--- src/hw/rtl/qls_pkg.sv ---
// Shared constants, types and helpers for the quadrilinear table sampler.
package qls_pkg;

    // Grid size along each axis
    localparam int ROUGH_STEPS    = 64;
    localparam int VIEW_STEPS     = 64;
    localparam int STRENGTH_STEPS = 8;
    localparam int AZIMUTH_STEPS  = 8;

    localparam int LUT_DEPTH = ROUGH_STEPS * VIEW_STEPS * STRENGTH_STEPS * AZIMUTH_STEPS;
    localparam int ADDR_W    = $clog2(LUT_DEPTH);

    // Index widths per axis
    localparam int RW    = $clog2(ROUGH_STEPS);
    localparam int VW    = $clog2(VIEW_STEPS);
    localparam int SW    = $clog2(STRENGTH_STEPS);
    localparam int AW    = $clog2(AZIMUTH_STEPS);
    localparam int IDX_W = (RW > VW ? RW : VW) > (SW > AW ? SW : AW) ?
                           (RW > VW ? RW : VW) : (SW > AW ? SW : AW);

    // Coordinate widths: grid index above 16 fraction bits
    localparam int RCW = 16 + RW;
    localparam int VCW = 16 + VW;
    localparam int SCW = 17 + SW;
    localparam int ACW = 17 + AW;
    localparam int CRD_W = 17 + IDX_W;

    // Fixed-point constants in Q.16 / Q0.24
    localparam int ONE_Q16         = 65536;
    localparam int ROUGH_BIAS      = 2621;
    localparam int ROUGH_SPAN      = 62915;
    localparam int VIEW_FLOOR      = 7;
    localparam int VIEW_SPAN       = 64881;
    localparam int TWO_OVER_PI_Q24 = 10680707;

    // Square-root steps
    localparam int SQ_STEP = 17;

    // Scale by (steps-1)*2^16/span as a multiply by the rounded-up reciprocal
    // in units of 2^-32; exact for every numerator below 2^16
    localparam int     RECIP_SHIFT = 32;
    localparam longint ROUGH_RECIP =
        ((longint'(ROUGH_STEPS - 1) << (16 + RECIP_SHIFT)) + ROUGH_SPAN - 1) / ROUGH_SPAN;
    localparam longint VIEW_RECIP  =
        ((longint'(VIEW_STEPS - 1) << (16 + RECIP_SHIFT)) + VIEW_SPAN - 1) / VIEW_SPAN;

    // Shared multiplier port widths
    localparam int MUL_A_W = 17;
    localparam int MUL_B_W = 24;
    localparam int MUL_P_W = MUL_A_W + MUL_B_W;

    // Accumulator in units of 2^-40
    localparam int ACC_W = 60;

    typedef struct packed {
        logic [IDX_W-1:0] lo;
        logic [IDX_W-1:0] hi;
        logic [15:0]      frac;
    } axis_t;

    typedef struct packed {
        logic           done;
        logic [RCW-1:0] rough;
        logic [VCW-1:0] view;
    } coord_res_t;

    // Clamp a coordinate to the last grid point and split it
    function automatic axis_t split_axis(input logic [CRD_W-1:0] coord, input int steps);
        logic [CRD_W-1:0] limit;
        logic [CRD_W-1:0] c;
        axis_t            ax;
        limit   = CRD_W'(steps - 1) << 16;
        c       = (coord > limit) ? limit : coord;
        ax.lo   = c[16 +: IDX_W];
        ax.frac = c[15:0];
        ax.hi   = (ax.lo < IDX_W'(steps - 1)) ? ax.lo + 1'b1 : ax.lo;
        return ax;
    endfunction

endpackage

--- src/hw/rtl/qls_mul.sv ---
// Shared unsigned multiplier with a registered product.
module qls_mul import qls_pkg::*; (
    input  logic               aclk,
    input  logic [MUL_A_W-1:0] mul_a,
    input  logic [MUL_B_W-1:0] mul_b,
    output logic [MUL_P_W-1:0] mul_p
);

    logic [MUL_P_W-1:0] prod_reg;

    // Register every product
    always_ff @(posedge aclk) begin
        prod_reg <= MUL_P_W'(mul_a) * MUL_P_W'(mul_b);
    end

    assign mul_p = prod_reg;

endmodule

--- config.mk ---
export PLATFORM = sky130hd
export DESIGN_NAME = qls_mul
export DESIGN_NICKNAME = d
export VERILOG_FILES = /design/src/hw/rtl/qls_pkg.sv /design/src/hw/rtl/qls_mul.sv
export SDC_FILE = /design/constraint.sdc
export NUM_CORES = 1
export LEC_CHECK = 0
export BUFFER_PORTS_ARGS = -buffer_cell sky130_fd_sc_hd__buf_2
export CAP_MARGIN = 5
export CORE_ASPECT_RATIO = 2
export CORE_MARGIN = 2
export CORE_UTILIZATION = 40
export DETAILED_ROUTE_END_ITERATION = 8
export GPL_TIMING_DRIVEN = 0
export PLACE_DENSITY = 0.62
export REMOVE_ABC_BUFFERS = 1
export SLEW_MARGIN = 20
export SYNTH_ARGS = -nofsm -noshare
export SYNTH_HDL_FRONTEND = slang
export SYNTH_SLANG_ARGS = --single-unit
--- constraint.sdc ---
create_clock -name aclk -period 7.4 [get_ports aclk]
set_input_delay 0.74 -clock aclk [delete_from_list [all_inputs] [get_ports aclk]]
set_output_delay 0.74 -clock aclk [all_outputs]
set_load 0.1 [all_outputs]
### Yosys cells after proc, flatten, opt, wreduce, memory -nomap -nowiden

Index checks and enable logic that the tools add are counted.

* register bits after elaboration: 41
* output and inout bits: 41
* word-level logic and storage cells: 2
* bits of input ports: 42

* multiply operators: 1

Operators by type and width (number)
* $mul A17 B24 Y41: 1

### Depth between registers and ports, before layout

* depth after elaboration: 1
* mapped depth: 23
* gate-level depth less buffers: 21

### Worst setup path after synthesis

No wires, ideal clock.

* kind: input to register
* from: in mul_b[21]
* to: reg prod_reg[38], in the netlist mul_p[38]
* required time: 7.328 ns
* arrival time: 6.158 ns
* slack: 1.169 ns
* path buffers: 2
* stages: 21
* setup time: 0.072 ns
* path through: clkbuf_1 > clkbuf_1 > nand2_1 > fa_1 > inv_1 > fa_1 > inv_1 > fa_1 > inv_1 > fa_1 > fa_1 > inv_1 > fa_1 > inv_1 > ha_1 > a21oi_1 > o21ai_1 > a311oi_1 > o31ai_1 > a311oi_1 > xnor2_1

* longest elaborated chain between the ends: 1

RTL lines
* start, declared: line qls_mul.sv:5 `input logic [MUL_B_W-1:0] mul_b,`
* $mul A17 B24 Y41: line qls_mul.sv:13 `prod_reg <= MUL_P_W'(mul_a) * MUL_P_W'(mul_b);`
* end signal, assigned: line qls_mul.sv:13
* end, declared: line qls_mul.sv:9 `logic [MUL_P_W-1:0] prod_reg;`

No other way between the ends.

### Worst setup path after layout

* from: in mul_a[2]
* to: reg prod_reg[38], in the netlist mul_p[38]

* longest elaborated chain between the ends: 1

RTL lines
* start, declared: line qls_mul.sv:4 `input logic [MUL_A_W-1:0] mul_a,`
* $mul A17 B24 Y41: line qls_mul.sv:13

No other way between the ends.

==> results.md <==
* DIE AREA at about 37000 sq um
* Setup tns final at 0 ns
* Clock buffer depth at 2
* CP Data Arrival Time at ~7 ns
* Detailed-route DRC error count at 0
* Post-Synth XOR/XNOR Area at 0.0223
* Compound-Gate Fraction of Synth Area at 0.0549
* #FFs+latches synth at 41
* Worst hold path class: in2reg
* DR pass1 iterations at 5
* Number of port buffers at between 80 and 90
* Worst relative slew slack at 0.581
* Hold Buf Count CTS at 0
* Yosys top cell by area: fa_1
* Clock slew at reported path FFs at roughly 0.060 ns
* Synth Area in Adders at 0.567
* CTS tree: built
* CTS Buf Count at 5
* Die W at around 140 um
* CP endpoint: mul_p[38]
* Yosys Warn Count at 0
* Run status: complete, no violations
* Via density at ~5.2
* Final worst path period share at 0.922
* Antenna cells at 0
* CP max FO at 24
* Vias at about 11000
* Post-cts sizing count at 0
* Final HPWL DP at 31200 um
* WP data required at 7.58 ns
* Core Area at around 35000 sq um
* Initial core utilization at 0.405
* Wire length of the first global-routing pass at ~62000 um
* Layout area overhead at 5.92%
* Final hold violations at 0
* Post-synthesis simple-gate area fraction at 0.168
* Largest family of logic cells by synthesized area: adder cells
* Max-cap violations at 0
* Fin nets at between 2000 and 2500
* # IOs at 83
* Most common cell after layout, fill and taps aside: inv_1
* WL/cell at approximately 19 um
* Worst Tran Pin Value at 0.623 ns
* Grt total ovfl at 0
* Rows at 97
* Starting DRT DRC Count at 477
* Syn Std Cell Area at 14100 sq um
* CTS Root Cell: clkbuf_16
* Antenna-violating nets left at 0
* Die height at 270 um
* Postcts setup bufs at 0
* GPL Wtd Cong at ~0.86
* Final min period at between 6 and 7 ns
* Unrepaired setup endpoints after global routing: false
* Top cell type's share of synthesized area at 0.465
* Max reg flops at 41
* Critical Path Start: mul_a[2]
* Crit end category: flip-flop
* Largest net degree at the start of global routing at 25
* Gate Count Post-Synth at 1621
* GRT Resource Usage Total at 0.220
* Max-slew violation count at 0
* H-tree levels at 2
* Share of post-route cells with drive strength above 1 at 0.0599
* Commonest non-fill, non-tap cells in the layout: inv_1, fa_1, nand2_1, and2_1, ha_1
* Sequential element share of the synthesized area at 0.0580
* CTS sink count at 41
* Initial antenna violation count at 0
* Unique masters post-synth at 44
* Post-synthesis mux area share at 0.000707
* Final setup violation count at 0
* Crit Path Class: in2reg
* Drt total wl at a little under 40000 um
* Top post-synthesis cells by area: fa_1, inv_1, ha_1
* Synthesized area per cell at between 8 and 9 sq um
* F_max at ~150 MHz
* Startpoint Class: input port
* Vias in the first global route at about 12000
## kinds of logic after synthesis
group,count (synthesis)
flip-flops,41
XOR/XNOR,36
adder cells (fa/ha/maj),444
AO/OA/AOI/OAI,116
multiplexers,1
AND/OR/NAND/NOR,498
buffers and inverters,485
## critical path, stage by stage
cell,delay [ns]
buf_2,0.44
nand2_1,0.16
fa_1,0.59
fa_1,0.52
fa_1,0.51
inv_1,0.05
fa_1,0.52
fa_1,0.50
inv_1,0.05
fa_1,0.60
inv_1,0.08
ha_1,0.45
nand4_2,0.22
a2111oi_4,0.36
nor3b_2,0.12
o31ai_1,0.57
a311oi_1,0.21
xnor2_1,0.29
## cells in the mapped netlist, drive strengths merged
| library cell | n |
|---|---|
| nor4 | 1 |
| xor2 | 13 |
| o211ai | 4 |
| o21a | 6 |
| a311oi | 5 |
| a221o | 1 |
| fa | 329 |
| and3 | 5 |
| o21bai | 4 |
| ha | 115 |
| o22a | 1 |
| xnor2 | 23 |
| nand4 | 11 |
| nor3b | 1 |
| and2b | 1 |
| nor3 | 5 |
| or3 | 4 |
| mux2i | 1 |
| nor2 | 22 |
| inv | 411 |
| and2 | 157 |
| clkbuf | 73 |
| a41o | 1 |
| nand2 | 272 |
| a21o | 15 |
| or2 | 1 |
| o221ai | 4 |
| and4 | 1 |
| a32oi | 1 |
| a21boi | 1 |
| nor2b | 4 |
| buf | 1 |
| o2111ai | 1 |
| a21oi | 40 |
| a31oi | 9 |
| o31ai | 1 |
| a2111oi | 1 |
| nand3 | 13 |
| o21ai | 21 |
| dfxtp | 41 |
## metrics by stage
step | instances | utilization | setup WS, ns | cell area [sq um] | hold slack (ns)
floorplan | 1547 | - | 1.56 | 13900 | 0.862
global placement | 2074 | 0.425 | 0.362 | 14800 | 1.20
detailed placement | 2074 | 0.425 | 0.364 | 14800 | 1.21
CTS | 2082 | 0.429 | 0.644 | 15000 | 0.904
global route | 2082 | 0.429 | 0.432 | 15000 | 0.918
finish | 2082 | 0.429 | 0.577 | 15000 | 0.910
## layout make-up
class | count | area [sq um]
fill | 3587 | 20000
multi-input combinational | 1095 | 11500
inverter | 411 | 1540
sequential | 41 | 821
tap | 445 | 557
timing repair buffer | 82 | 410
clock buffer | 5 | 125
clock inverter | 3 | 25.0
## metal layers
metal	vias up	global-route usage	routed length, um
met4	0	0.154	3300
met1	5634	0.197	11400
met3	158	0.0171	1040
met2	324	0.439	23000
met5	-	0	0
li1	4751	-	-
## worst min-delay path by stage
stage	start	to	slack, ns	cells past startpoint
2_1_floorplan	mul_a[0]	mul_p[0]	0.86	1
3_3_place_gp	mul_b[0]	mul_p[0]	1.20	2
3_5_place_dp	mul_b[0]	mul_p[0]	1.21	2
4_1_cts	mul_b[0]	mul_p[0]	0.90	2
5_1_grt	mul_b[0]	mul_p[0]	0.92	2
6_report	mul_b[0]	mul_p[0]	0.91	2
Power is left out: the tool's default activity adds up to more than one toggle a clock period on the data nets, which glitch-free logic cannot reach.
