`config.mk`:
```
export PLATFORM = sky130hd
export DESIGN_NAME = qls_coord
export DESIGN_NICKNAME = d
export VERILOG_FILES = /design/src/hw/rtl/qls_pkg.sv /design/src/hw/rtl/qls_coord.sv
export SDC_FILE = /design/constraint.sdc
export NUM_CORES = 1
export LEC_CHECK = 0
export BUFFER_PORTS_ARGS = -buffer_cell sky130_fd_sc_hd__buf_2
export CAP_MARGIN = 20
export CORE_MARGIN = 1
export CORE_UTILIZATION = 58
export CTS_CLUSTER_DIAMETER = 200
export DETAILED_ROUTE_END_ITERATION = 7
export PLACE_DENSITY = 0.79
export SKIP_LAST_GASP = 1
export SYNTH_ARGS = -nofsm -noshare
export SYNTH_HDL_FRONTEND = slang
export SYNTH_SLANG_ARGS = --single-unit
export TNS_END_PERCENT = 100
```
`constraint.sdc`:
```
create_clock -name aclk -period 8.35 [get_ports aclk]
set_clock_uncertainty 0.1 [all_clocks]
set_input_delay 1.67 -clock aclk [delete_from_list [all_inputs] [get_ports aclk]]
set_output_delay 1.67 -clock aclk [all_outputs]
set_load 0.02 [all_outputs]
```
`src/hw/rtl/qls_pkg.sv`:
```
// Shared constants, types and helpers for the quadrilinear table sampler.
package qls_pkg;

    // Grid size along each axis
    localparam int ROUGH_STEPS    = 64;
    localparam int VIEW_STEPS     = 64;
    localparam int STRENGTH_STEPS = 8;
    localparam int AZIMUTH_STEPS  = 8;

    localparam int LUT_DEPTH = ROUGH_STEPS * VIEW_STEPS * STRENGTH_STEPS * AZIMUTH_STEPS;
    localparam int ADDR_W    = $clog2(LUT_DEPTH);

    // Index widths per axis
    localparam int RW    = $clog2(ROUGH_STEPS);
    localparam int VW    = $clog2(VIEW_STEPS);
    localparam int SW    = $clog2(STRENGTH_STEPS);
    localparam int AW    = $clog2(AZIMUTH_STEPS);
    localparam int IDX_W = (RW > VW ? RW : VW) > (SW > AW ? SW : AW) ?
                           (RW > VW ? RW : VW) : (SW > AW ? SW : AW);

    // Coordinate widths: grid index above 16 fraction bits
    localparam int RCW = 16 + RW;
    localparam int VCW = 16 + VW;
    localparam int SCW = 17 + SW;
    localparam int ACW = 17 + AW;
    localparam int CRD_W = 17 + IDX_W;

    // Fixed-point constants in Q.16 / Q0.24
    localparam int ONE_Q16         = 65536;
    localparam int ROUGH_BIAS      = 2621;
    localparam int ROUGH_SPAN      = 62915;
    localparam int VIEW_FLOOR      = 7;
    localparam int VIEW_SPAN       = 64881;
    localparam int TWO_OVER_PI_Q24 = 10680707;

    // Square-root steps
    localparam int SQ_STEP = 17;

    // Scale by (steps-1)*2^16/span as a multiply by the rounded-up reciprocal
    // in units of 2^-32; exact for every numerator below 2^16
    localparam int     RECIP_SHIFT = 32;
    localparam longint ROUGH_RECIP =
        ((longint'(ROUGH_STEPS - 1) << (16 + RECIP_SHIFT)) + ROUGH_SPAN - 1) / ROUGH_SPAN;
    localparam longint VIEW_RECIP  =
        ((longint'(VIEW_STEPS - 1) << (16 + RECIP_SHIFT)) + VIEW_SPAN - 1) / VIEW_SPAN;

    // Shared multiplier port widths
    localparam int MUL_A_W = 17;
    localparam int MUL_B_W = 24;
    localparam int MUL_P_W = MUL_A_W + MUL_B_W;

    // Accumulator in units of 2^-40
    localparam int ACC_W = 60;

    typedef struct packed {
        logic [IDX_W-1:0] lo;
        logic [IDX_W-1:0] hi;
        logic [15:0]      frac;
    } axis_t;

    typedef struct packed {
        logic           done;
        logic [RCW-1:0] rough;
        logic [VCW-1:0] view;
    } coord_res_t;

    // Clamp a coordinate to the last grid point and split it
    function automatic axis_t split_axis(input logic [CRD_W-1:0] coord, input int steps);
        logic [CRD_W-1:0] limit;
        logic [CRD_W-1:0] c;
        axis_t            ax;
        limit   = CRD_W'(steps - 1) << 16;
        c       = (coord > limit) ? limit : coord;
        ax.lo   = c[16 +: IDX_W];
        ax.frac = c[15:0];
        ax.hi   = (ax.lo < IDX_W'(steps - 1)) ? ax.lo + 1'b1 : ax.lo;
        return ax;
    endfunction

endpackage

```
`src/hw/rtl/qls_coord.sv`:
```
// Roughness and view coordinates: square root on one subtractor, then reciprocal scaling.
module qls_coord import qls_pkg::*; (
    input  logic        aclk,
    input  logic        aresetn,
    input  logic        start,
    input  logic [15:0] rough_n,
    input  logic [16:0] view_v,
    output coord_res_t  res
);

    localparam logic [1:0] CS_IDLE  = 2'd0;
    localparam logic [1:0] CS_SQRT  = 2'd1;
    localparam logic [1:0] CS_SCALE = 2'd2;
    localparam int CNT_W = $clog2(SQ_STEP);

    logic [1:0]       state_reg, state_next;
    logic [CNT_W-1:0] cnt_reg, cnt_next;
    logic [33:0]      x_reg, x_next;
    logic [16:0]      root_reg, root_next;
    logic [19:0]      rem_reg, rem_next;
    logic [63:0]      acc_reg, acc_next;
    logic [15:0]      n_reg, n_next;
    logic [RCW-1:0]   rough_reg, rough_next;
    logic [VCW-1:0]   view_reg, view_next;
    logic             done_reg, done_next;

    logic [19:0] sub_a, sub_b;
    logic [20:0] diff;
    logic        ge;
    logic [16:0] one_minus;
    logic [16:0] sc_a;
    logic [63:0] recip;
    logic [23:0] sc_b;
    logic [40:0] prod;
    logic [63:0] sum;

    // Shared compare-and-subtract unit for the square root
    always_comb begin
        sub_a = {rem_reg[17:0], x_reg[33:32]};
        sub_b = {1'b0, root_reg, 2'b01};
        diff  = {1'b0, sub_a} - {1'b0, sub_b};
        ge    = !diff[20];
    end

    assign one_minus = 17'(ONE_Q16) - root_reg;

    // Reciprocal scaling: low then high part of the reciprocal, roughness then view
    always_comb begin
        sc_a  = cnt_reg[1] ? one_minus : {1'b0, n_reg};
        recip = cnt_reg[1] ? 64'(VIEW_RECIP) : 64'(ROUGH_RECIP);
        sc_b  = cnt_reg[0] ? recip[47:24] : recip[23:0];
        prod  = 41'(sc_a) * 41'(sc_b);
        sum   = acc_reg + (64'(prod) << 24);
    end

    // Sequence square root, then roughness and view scaling
    always_comb begin
        state_next = state_reg;
        cnt_next   = cnt_reg;
        x_next     = x_reg;
        root_next  = root_reg;
        rem_next   = rem_reg;
        acc_next   = acc_reg;
        n_next     = n_reg;
        rough_next = rough_reg;
        view_next  = view_reg;
        done_next  = 1'b0;
        unique case (state_reg)
            CS_IDLE: begin
                if (start) begin
                    x_next     = {1'b0, view_v, 16'b0};
                    root_next  = '0;
                    rem_next   = '0;
                    n_next     = rough_n;
                    cnt_next   = CNT_W'(SQ_STEP - 1);
                    state_next = CS_SQRT;
                end
            end
            CS_SQRT: begin
                x_next    = {x_reg[31:0], 2'b00};
                root_next = {root_reg[15:0], ge};
                rem_next  = ge ? diff[19:0] : sub_a;
                cnt_next  = cnt_reg - 1'b1;
                if (cnt_reg == '0) begin
                    cnt_next   = '0;
                    state_next = CS_SCALE;
                end
            end
            CS_SCALE: begin
                cnt_next = cnt_reg + 1'b1;
                if (!cnt_reg[0]) begin
                    acc_next = 64'(prod);
                end else if (!cnt_reg[1]) begin
                    rough_next = sum[RECIP_SHIFT +: RCW];
                end else begin
                    view_next  = sum[RECIP_SHIFT +: VCW];
                    done_next  = 1'b1;
                    state_next = CS_IDLE;
                end
            end
            default: state_next = CS_IDLE;
        endcase
    end

    // Control registers
    always_ff @(posedge aclk) begin
        if (!aresetn) begin
            state_reg <= CS_IDLE;
            done_reg  <= 1'b0;
        end else begin
            state_reg <= state_next;
            done_reg  <= done_next;
        end
    end

    // Datapath registers
    always_ff @(posedge aclk) begin
        cnt_reg   <= cnt_next;
        x_reg     <= x_next;
        root_reg  <= root_next;
        rem_reg   <= rem_next;
        acc_reg   <= acc_next;
        n_reg     <= n_next;
        rough_reg <= rough_next;
        view_reg  <= view_next;
    end

    assign res.done  = done_reg;
    assign res.rough = rough_reg;
    assign res.view  = view_reg;

endmodule

```
Word level (Yosys, flattened, before mapping)
Cells that the tools add are included.
Widths: inputs -> output; s select.
- flip-flop bits (word level): 178
- output and inout port bits: 45
- word-level logic and storage cells: 56
- add/subtract/negate cells: 5
- $mul: 1
- eq/ne operators: 6
- muxes and demuxes: 19
- bitwise operators: 2
- reduce and logical (&&, ||, !) cells: 13
- operators by type and width (operator ; count):
    $pmux 34 s2 ; 1
    $add 41x54->54 ; 1
    $mul 17x24->41 ; 1
    $mux 39 ; 1
    $mux 18 ; 2
    $pmux 18 s2 ; 1
    $mux 17 ; 2
    $mux 34 ; 1
    $pmux 17 s2 ; 1
    $mux 24 ; 1
    $sub 20x19->21 ; 1
    $sub 17x17->17 const A ; 1
    $pmux 5 s3 ; 1
    $mux 5 ; 2
    $reduce_and 3->1 ; 3
    $mux 2 ; 4
    $ne 2x2->1 const B ; 4
    $reduce_and 2->1 ; 4
    $pmux 2 s3 ; 1
    $add 5x1->5 const B ; 1
    $logic_not 5->1 ; 1
    $sub 5x1->5 const B ; 1
    $reduce_and 4->1 ; 1
    $reduce_bool 3->1 ; 1
    7 further kinds ; 8

Depth between registers and ports, before layout
Gate-level depths: netlist (run 1).
- word-level depth: 4
- depth in mapped cells: 36
- depth with buffers taken out: 36

Worst setup path before layout (run 1)
No wires, ideal clock.
- path type: register to register
- start: reg cnt_reg[0]
- end: reg rough_reg[21] (data pin)
- setup time: 0.267 ns
- arrival: 7.611 ns
- required time: 7.983 ns
- path slack: 0.372 ns
- cell stages (with the launch flop): 31
- path through: edfxtp_1 clkbuf_1 inv_1 buf_1 ha_1 clkbuf_1 nor2b_1 fa_1 inv_1 fa_1 fa_1 fa_1 inv_1 fa_1 inv_1 fa_1 inv_1 ha_1 a21oi_1 a21boi_0 o21bai_1 a21oi_1 xnor2_1 ha_1 o21ai_0 a32oi_2 a21oi_2 nor4_4 nand4_2 nor2_1 xor2_1
- word-level cells in the longest chain between the ends: 3
- ends and longest elaborated chain (what ; RTL line ; text):
    from (decl) ; qls_coord.sv:17 ; logic [CNT_W-1:0] cnt_reg, cnt_next;
    from (signal assigned) ; qls_coord.sv:118 ; cnt_reg <= cnt_next;
    $mux 24 ; qls_coord.sv:51 ; sc_b = cnt_reg[0] ? recip[47:24] : recip[23:0];
    $mul 17x24->41 ; qls_coord.sv:52 ; prod = 41'(sc_a) * 41'(sc_b);
    $add 41x54->54 ; qls_coord.sv:53 ; sum = acc_reg + (64'(prod) << 24);
    via sum[53] ; qls_coord.sv:35 ; logic [63:0] sum;
    to (signal assigned) ; qls_coord.sv:124 ; rough_reg <= rough_next;
    to (decl) ; qls_coord.sv:23 ; logic [RCW-1:0] rough_reg, rough_next;
The timed path passes the listed nets, and every way through them passes these cells.
A chain may end at the register's enable or synchronous reset.

Worst setup path after layout (run 1)
- start: reg root_reg[2]
- end: reg view_reg[16] (data pin)
- word-level cells in the longest chain between the ends: 4
- ends and longest elaborated chain (what ; RTL line ; text):
    from (decl) ; qls_coord.sv:19 ; logic [16:0] root_reg, root_next;
    from (signal assigned) ; qls_coord.sv:120 ; root_reg <= root_next;
    $sub 17x17->17 ; qls_coord.sv:45 ; assign one_minus = 17'(ONE_Q16) - root_reg;
    $mux 17 ; qls_coord.sv:49 ; sc_a = cnt_reg[1] ? one_minus : {1'b0, n_reg};
    $mul 17x24->41 ; qls_coord.sv:52 ;
    $add 41x54->54 ; qls_coord.sv:53 ;
    via sum[48] ; qls_coord.sv:35 ;
    to (signal assigned) ; qls_coord.sv:125 ; view_reg <= view_next;
    to (decl) ; qls_coord.sv:24 ; logic [VCW-1:0] view_reg, view_next;
The timed path passes the listed nets, and every way through them passes these cells.

==> reports/results.tsv, run 1 <==
stage	metric	value	unit
status	outcome	finished, violations left	
status	failing checks	DRC	
floorplan	Top Ports	81	
final_layout	fin area	0.0217	mm2
sta	Max Fclk	0.120	GHz
global_routing	total track usage	0.293	
worst_setup_path	worst path required time	8.51	ns
clock_network	CTS tree	yes	
clock_network	# hold bufs at CTS	0	
sta	RSZ-0062 raised after global routing	yes	
global_routing	largest net degree at the start of global routing	54	
floorplan	starting density of the core	0.593	
synthesis	Compound-Gate Fraction of Synth Area	0.0735	
worst_hold_path	HP Class	flip-flop to flip-flop	
final_layout	commonest non-fill, non-tap cell in the layout	inv_1	
route	remaining antenna violation count	0	
synthesis	ys async rst share	0	
worst_setup_path	Worst Setup Start Kind	flip-flop	
placement	Area after DPL	0.0198	mm2
floorplan	Die Height	179	um
sta	Final Hold Fails	0	
worst_setup_path	most used cell, CP	fa_1	
synthesis	syn_nets	2317	
final_layout	diode count	0	
synthesis	distinct cell type count after synthesis	79	
sta	fin crit share	0.999	
sta	worst relative slew slack	0.279	
worst_setup_path	CP Class	flip-flop to flip-flop	
route	DR iter-0 viols	1106	
synthesis	number of synthesized flops with an enable pin	135	
synthesis	share of the yosys chip area belonging to registers	0.225	
route	Routed WL per cell	19.8	um
synthesis	main combinational cell family by area after synthesis	adder cells	
clock_network	clk sinks	138	
synthesis	Post-Synth Simple-Gate Area	0.111	
route	DRC errors left	6	
clock_network	clk slew on worst S/H paths	0.07	ns
clock_network	cts bufs inserted	17	
synthesis	post-synthesis mux area share	0.0172	
clock_network	Clock Tree Root	clkbuf_16	
synthesis	Synthesis Warnings	0	
global_routing	initial antenna violation count	0	
sta	setup violators final	0	
synthesis	ys flop type	edfxtp_1	
synthesis	cells after synthesis	1817	
global_routing	Overflow after GRT	0	
clock_network	Clock Latency Late Sink	0.45	ns
route	Initial DRT Pass Iterations	8	
floorplan	std cell rows	64	
worst_setup_path	CP arrival	8.50	ns
clock_network	H-tree depth	4	
synthesis	Synth Area in XOR/XNOR	0.0403	
clock_network	Max clock buf depth	2	
final_layout	layout cells sized above 1	0.232	
job	Max-Cap Viols	0	
placement	pre-CTS setup slack	-0.124	ns
placement	port buffer count	80	
global_routing	first-pass GRT wire length	72500	um
floorplan	die footprint	0.0322	mm2
route	Vias	13509	
synthesis	adder-cell share of the synthesized area	0.430	
final_layout	final-stage net count	2520	
floorplan	Core ar.	0.0308	mm2
sta	Final Max Slew Viols	0	
route	final wirelength	48000	um
worst_setup_path	total buffers and inverters traversed by the critical path	7	
worst_setup_path	CP max stage cell	fa_1	
final_layout	area added between synthesis and finish	18.6	%
worst_setup_path	Max FO, Critical Path	4	
floorplan	die width	179	um
sta	setup ws final	0.00970	ns
worst_setup_path	Top Family by Delay on Critical Path	adder cells	
sta	fin crit period	8.34	ns
synthesis	post-synthesis instance area	0.0183	mm2
synthesis	Synth Register Bits	138	
sta	Slew @ Worst Pin	1.08	ns
global_routing	vias in the first global route	13789	
route	Vias/cell	5.56	
placement	Final HPWL DP	38600	um
worst_setup_path	Max stage delay on crit path	0.55	ns
placement	gpl congestion	1.02	
final_layout	commonest non-fill, non-tap cells in the layout	436 x inv_1, 258 x fa_1, 171 x ha_1	
synthesis	syn avg cell area	10.1	um2
worst_setup_path	crit end category	flip-flop	
==> cell type report <==
class                      count  area (um2)
tap                          396         495
multi-input combinational   1188       13200
sequential                   138        4110
clock inverter                14         206
timing repair buffer         220        1500
fill                        2188        9160
inverter                     455        1710
clock buffer                  18         429
==> path summary, 6_finish.rpt <==
path / endpoint / cells after the start / slack, ns / startpoint
setup / recovery: view_reg[16] / 31 / 0.01 / root_reg[2]
hold reg to reg: x_reg[33] / 1 / 0.45 / x_reg[31]
hold / removal: x_reg[33] / 1 / 0.45 / x_reg[31]
setup reg to reg: view_reg[16] / 31 / 0.01 / root_reg[2]
==> synthesized netlist by cell type (5+ instances only) <==
master,n,area share
edfxtp_1,135,0.22
mux2_2,15,0.0092
nor4_1,5,0.0017
nand2b_1,32,0.011
a31oi_1,9,0.0031
o21a_1,12,0.0049
a21o_1,21,0.0086
o21ai_1,6,0.0016
a21oi_2,5,0.0024
inv_1,452,0.093
and2_1,25,0.0086
xnor2_1,64,0.031
o21ai_0,31,0.0085
or2_2,25,0.0086
nor2_1,125,0.026
nor2b_1,37,0.013
xor2_1,20,0.0096
mux2i_1,13,0.0071
nand4_1,5,0.0017
fa_1,274,0.30
or3_1,9,0.0031
clkbuf_1,20,0.0041
nand2_1,91,0.019
a21oi_1,65,0.018
o31ai_1,7,0.0029
nand3_1,17,0.0047
buf_1,8,0.0016
ha_1,190,0.13
nor3_1,18,0.0049
==> kinds of logic (layout without fill, tap and decap cells) <==
family / after synthesis / in the layout
AOI/OAI and AO/OA: 200 / 200
xor gates and xnor gates: 84 / 84
adders and majority gates: 464 / 464
buffers and inverters: 491 / 707
DFF: 138 / 138
muxes: 29 / 29
other: 2 / 2
and+or+nand+nor: 409 / 409
==> worst reg2reg max path, delay by kind of cell, from the launching register on <==
family                   cells  cell delay (ns)
XOR/XNOR                     2             0.43
flip-flops                   1             0.44
buffers and inverters        7             0.65
AND/OR/NAND/NOR              8             1.67
adder cells (fa/ha/maj)      8             3.77
AO/OA/AOI/OAI                6             1.10
==> metal layers <==
metal | vias up | wire, um | GRT usage
li1 | 6125 | - | -
met1 | 6724 | 19400 | 0.377
met2 | 528 | 23800 | 0.500
met3 | 132 | 2960 | 0.0482
met4 | 0 | 1860 | 0.113
met5 | - | 0 | 0
==> per-stage QoR <==
step	std cells	setup TNS [ns]	util	hold WS (ns)
6_report	2429	0	0.703	0.447
3_3_place_gp	2356	0	0.641	0.416
5_1_grt	2429	-6.20	0.703	0.467
3_5_place_dp	2356	-0.733	0.641	0.435
4_1_cts	2391	0	0.664	0.450
2_1_floorplan	1817	0	-	0.391
==> what timing repair did <==
action,in CTS,in global routing
endpoints found under the setup margin,12,35
resized for setup,6,203
pin swaps,3,111
setup buffers,3,37
endpoints found under the hold margin,0,0
Power of run 1 is not shown: default switching activity piles up to over one toggle a cycle in this logic, so the estimate is an artifact.
==> run 2, diff against run 1 <==
--- a/config.mk
+++ b/config.mk
@@ -11,7 +11,7 @@
 export CORE_UTILIZATION = 58
 export CTS_CLUSTER_DIAMETER = 200
 export DETAILED_ROUTE_END_ITERATION = 7
-export PLACE_DENSITY = 0.79
+export PLACE_DENSITY = 0.83
 export SKIP_LAST_GASP = 1
 export SYNTH_ARGS = -nofsm -noshare
 export SYNTH_HDL_FRONTEND = slang
==> reports/results.tsv, run 2 (same netlist as run 1, synthesis figures left out) <==
stage	metric	value	unit
route	Vias	13292	
status	failing checks	DRC, setup timing	
clock_network	clk slew on worst S/H paths	0.06	ns
clock_network	CTS tree	yes	
final_layout	area added between synthesis and finish	16.3	%
worst_setup_path	reg2reg path depth	34	
clock_network	clk sinks	138	
sta	TNS Setup	-0.0738	ns
route	Vias/cell	5.52	
sta	Max Fclk	0.119	GHz
worst_hold_path	HP Class	flip-flop to flip-flop	
clock_network	Clock Tree Root	clkbuf_16	
floorplan	Core ar.	0.0308	mm2
global_routing	vias in the first global route	13938	
sta	fin crit period	8.38	ns
worst_setup_path	CP arrival	8.47	ns
floorplan	die footprint	0.0322	mm2
route	remaining antenna violation count	0	
worst_setup_path	crit end category	flip-flop	
sta	Final Hold Fails	0	
clock_network	H-tree depth	4	
floorplan	std cell rows	64	
final_layout	layout cells sized above 1	0.202	
sta	RSZ-0062 raised after global routing	yes	
final_layout	commonest non-fill, non-tap cell in the layout	inv_1	
global_routing	first-pass GRT wire length	72500	um
sta	setup violators final	3	
route	DRC errors left	16	
placement	port buffer count	80	
placement	Post-Place Cells	2359	
worst_setup_path	CP Class	flip-flop to flip-flop	
sta	fin crit share	1.00	
placement	gpl congestion	1.05	
final_layout	fin area	0.0213	mm2
worst_hold_path	hold path depth	1	
sta	worst relative slew slack	0.302	
route	final wirelength	46800	um
floorplan	Die Height	179	um
floorplan	Top Ports	81	
route	DR iter-0 viols	996	
global_routing	Overflow after GRT	0	
status	outcome	finished, violations left	
job	Max-Cap Viols	0	
sta	Final Max Slew Viols	0	
worst_setup_path	Max FO, Critical Path	6	
sta	setup ws final	-0.0278	ns
floorplan	die width	179	um
route	Initial DRT Pass Iterations	8	
route	Routed WL per cell	19.4	um
final_layout	Multi-input gate area	0.0130	mm2
worst_setup_path	most used cell, CP	fa_1	
clock_network	Max clock buf depth	2	
clock_network	cts bufs inserted	17	
final_layout	FF/Latch Area	0.00411	mm2
final_layout	commonest non-fill, non-tap cells in the layout	446 x inv_1, 269 x fa_1, 179 x ha_1	
final_layout	final non-filler cell total	2410	
placement	Area after DPL	0.0198	mm2
worst_setup_path	worst path required time	8.44	ns
placement	Final HPWL DP	38200	um
final_layout	diode count	0	
final_layout	final-stage net count	2501	
worst_setup_path	Worst Setup Start Kind	flip-flop	
worst_setup_path	CP max stage cell	fa_1	
global_routing	total track usage	0.293	
clock_network	Clock Latency Late Sink	0.45	ns
global_routing	initial antenna violation count	0	
sta	Slew @ Worst Pin	1.05	ns
final_layout	fill count	2228	
floorplan	starting density of the core	0.593	
global_routing	largest net degree at the start of global routing	54	
sta	hold slack	0.433	ns
worst_setup_path	Max stage delay on crit path	0.57	ns
-- run 2: cell types whose count changed in the layout (fill, tap and decap cells not counted), sizes merged --
cell | previous run | this run
clkbuf | 18 | 21
inv | 461 | 455
bufinv | 4 | 2
clkinvlp | 1 | 3
clkinv | 3 | 6
buf | 220 | 201
-- run 2: area by class of cell --
cell class,count,share of cell area
Clock buffer,21,0.0221
Clock inverter,11,0.00565
Inverter,455,0.0803
Multi-Input combinational cell,1188,0.611
Sequential cell,138,0.194
Tap cell,396,0.0233
Timing Repair Buffer,201,0.0636
-- run 2: path summary, 6_finish.rpt --
path | from | to | slack [ns]
max | root_reg[3] | acc_reg[37] | -0.03
min | x_reg[31] | x_reg[33] | 0.43
min reg2reg | x_reg[31] | x_reg[33] | 0.43
max reg2reg | root_reg[3] | acc_reg[37] | -0.03
-- run 2: critical path: cells and delay by family (launching register included) --
kind / cells / cell delay [ns]
compound gates: 7 / 1.18
xor+xnor: 2 / 0.25
fa+ha+maj: 7 / 3.39
buf+inv: 9 / 1.01
flops: 1 / 0.46
simple gates: 9 / 1.71
-- run 2: per-stage QoR --
stage           util  worst slack (ns)
6_report       0.689           -0.0278
5_1_grt        0.689            -0.360
4_1_cts        0.662            0.0112
3_5_place_dp   0.642            -0.149
3_3_place_gp   0.642          -0.00318
2_1_floorplan      -             0.372
-- run 2: what timing repair did --
item / CTS / global route
setup endpoints to repair: 14 / 35
resized for setup: 5 / 145
pin swaps: 1 / 54
hold buffers: 0 / 0
buffers inserted: 1 / 18
-- run 2: routing by layer --
layer  wire (um)  vias up  GRT usage  share of wire
met5           0        -          0              0
li1            -     6077          -              -
met3        2600       82     0.0472          0.056
met1       19100     6659      0.373           0.41
met2       23500      474      0.507           0.50
met4        1620        0      0.104          0.034
Power of run 2 is left out for the same reason.
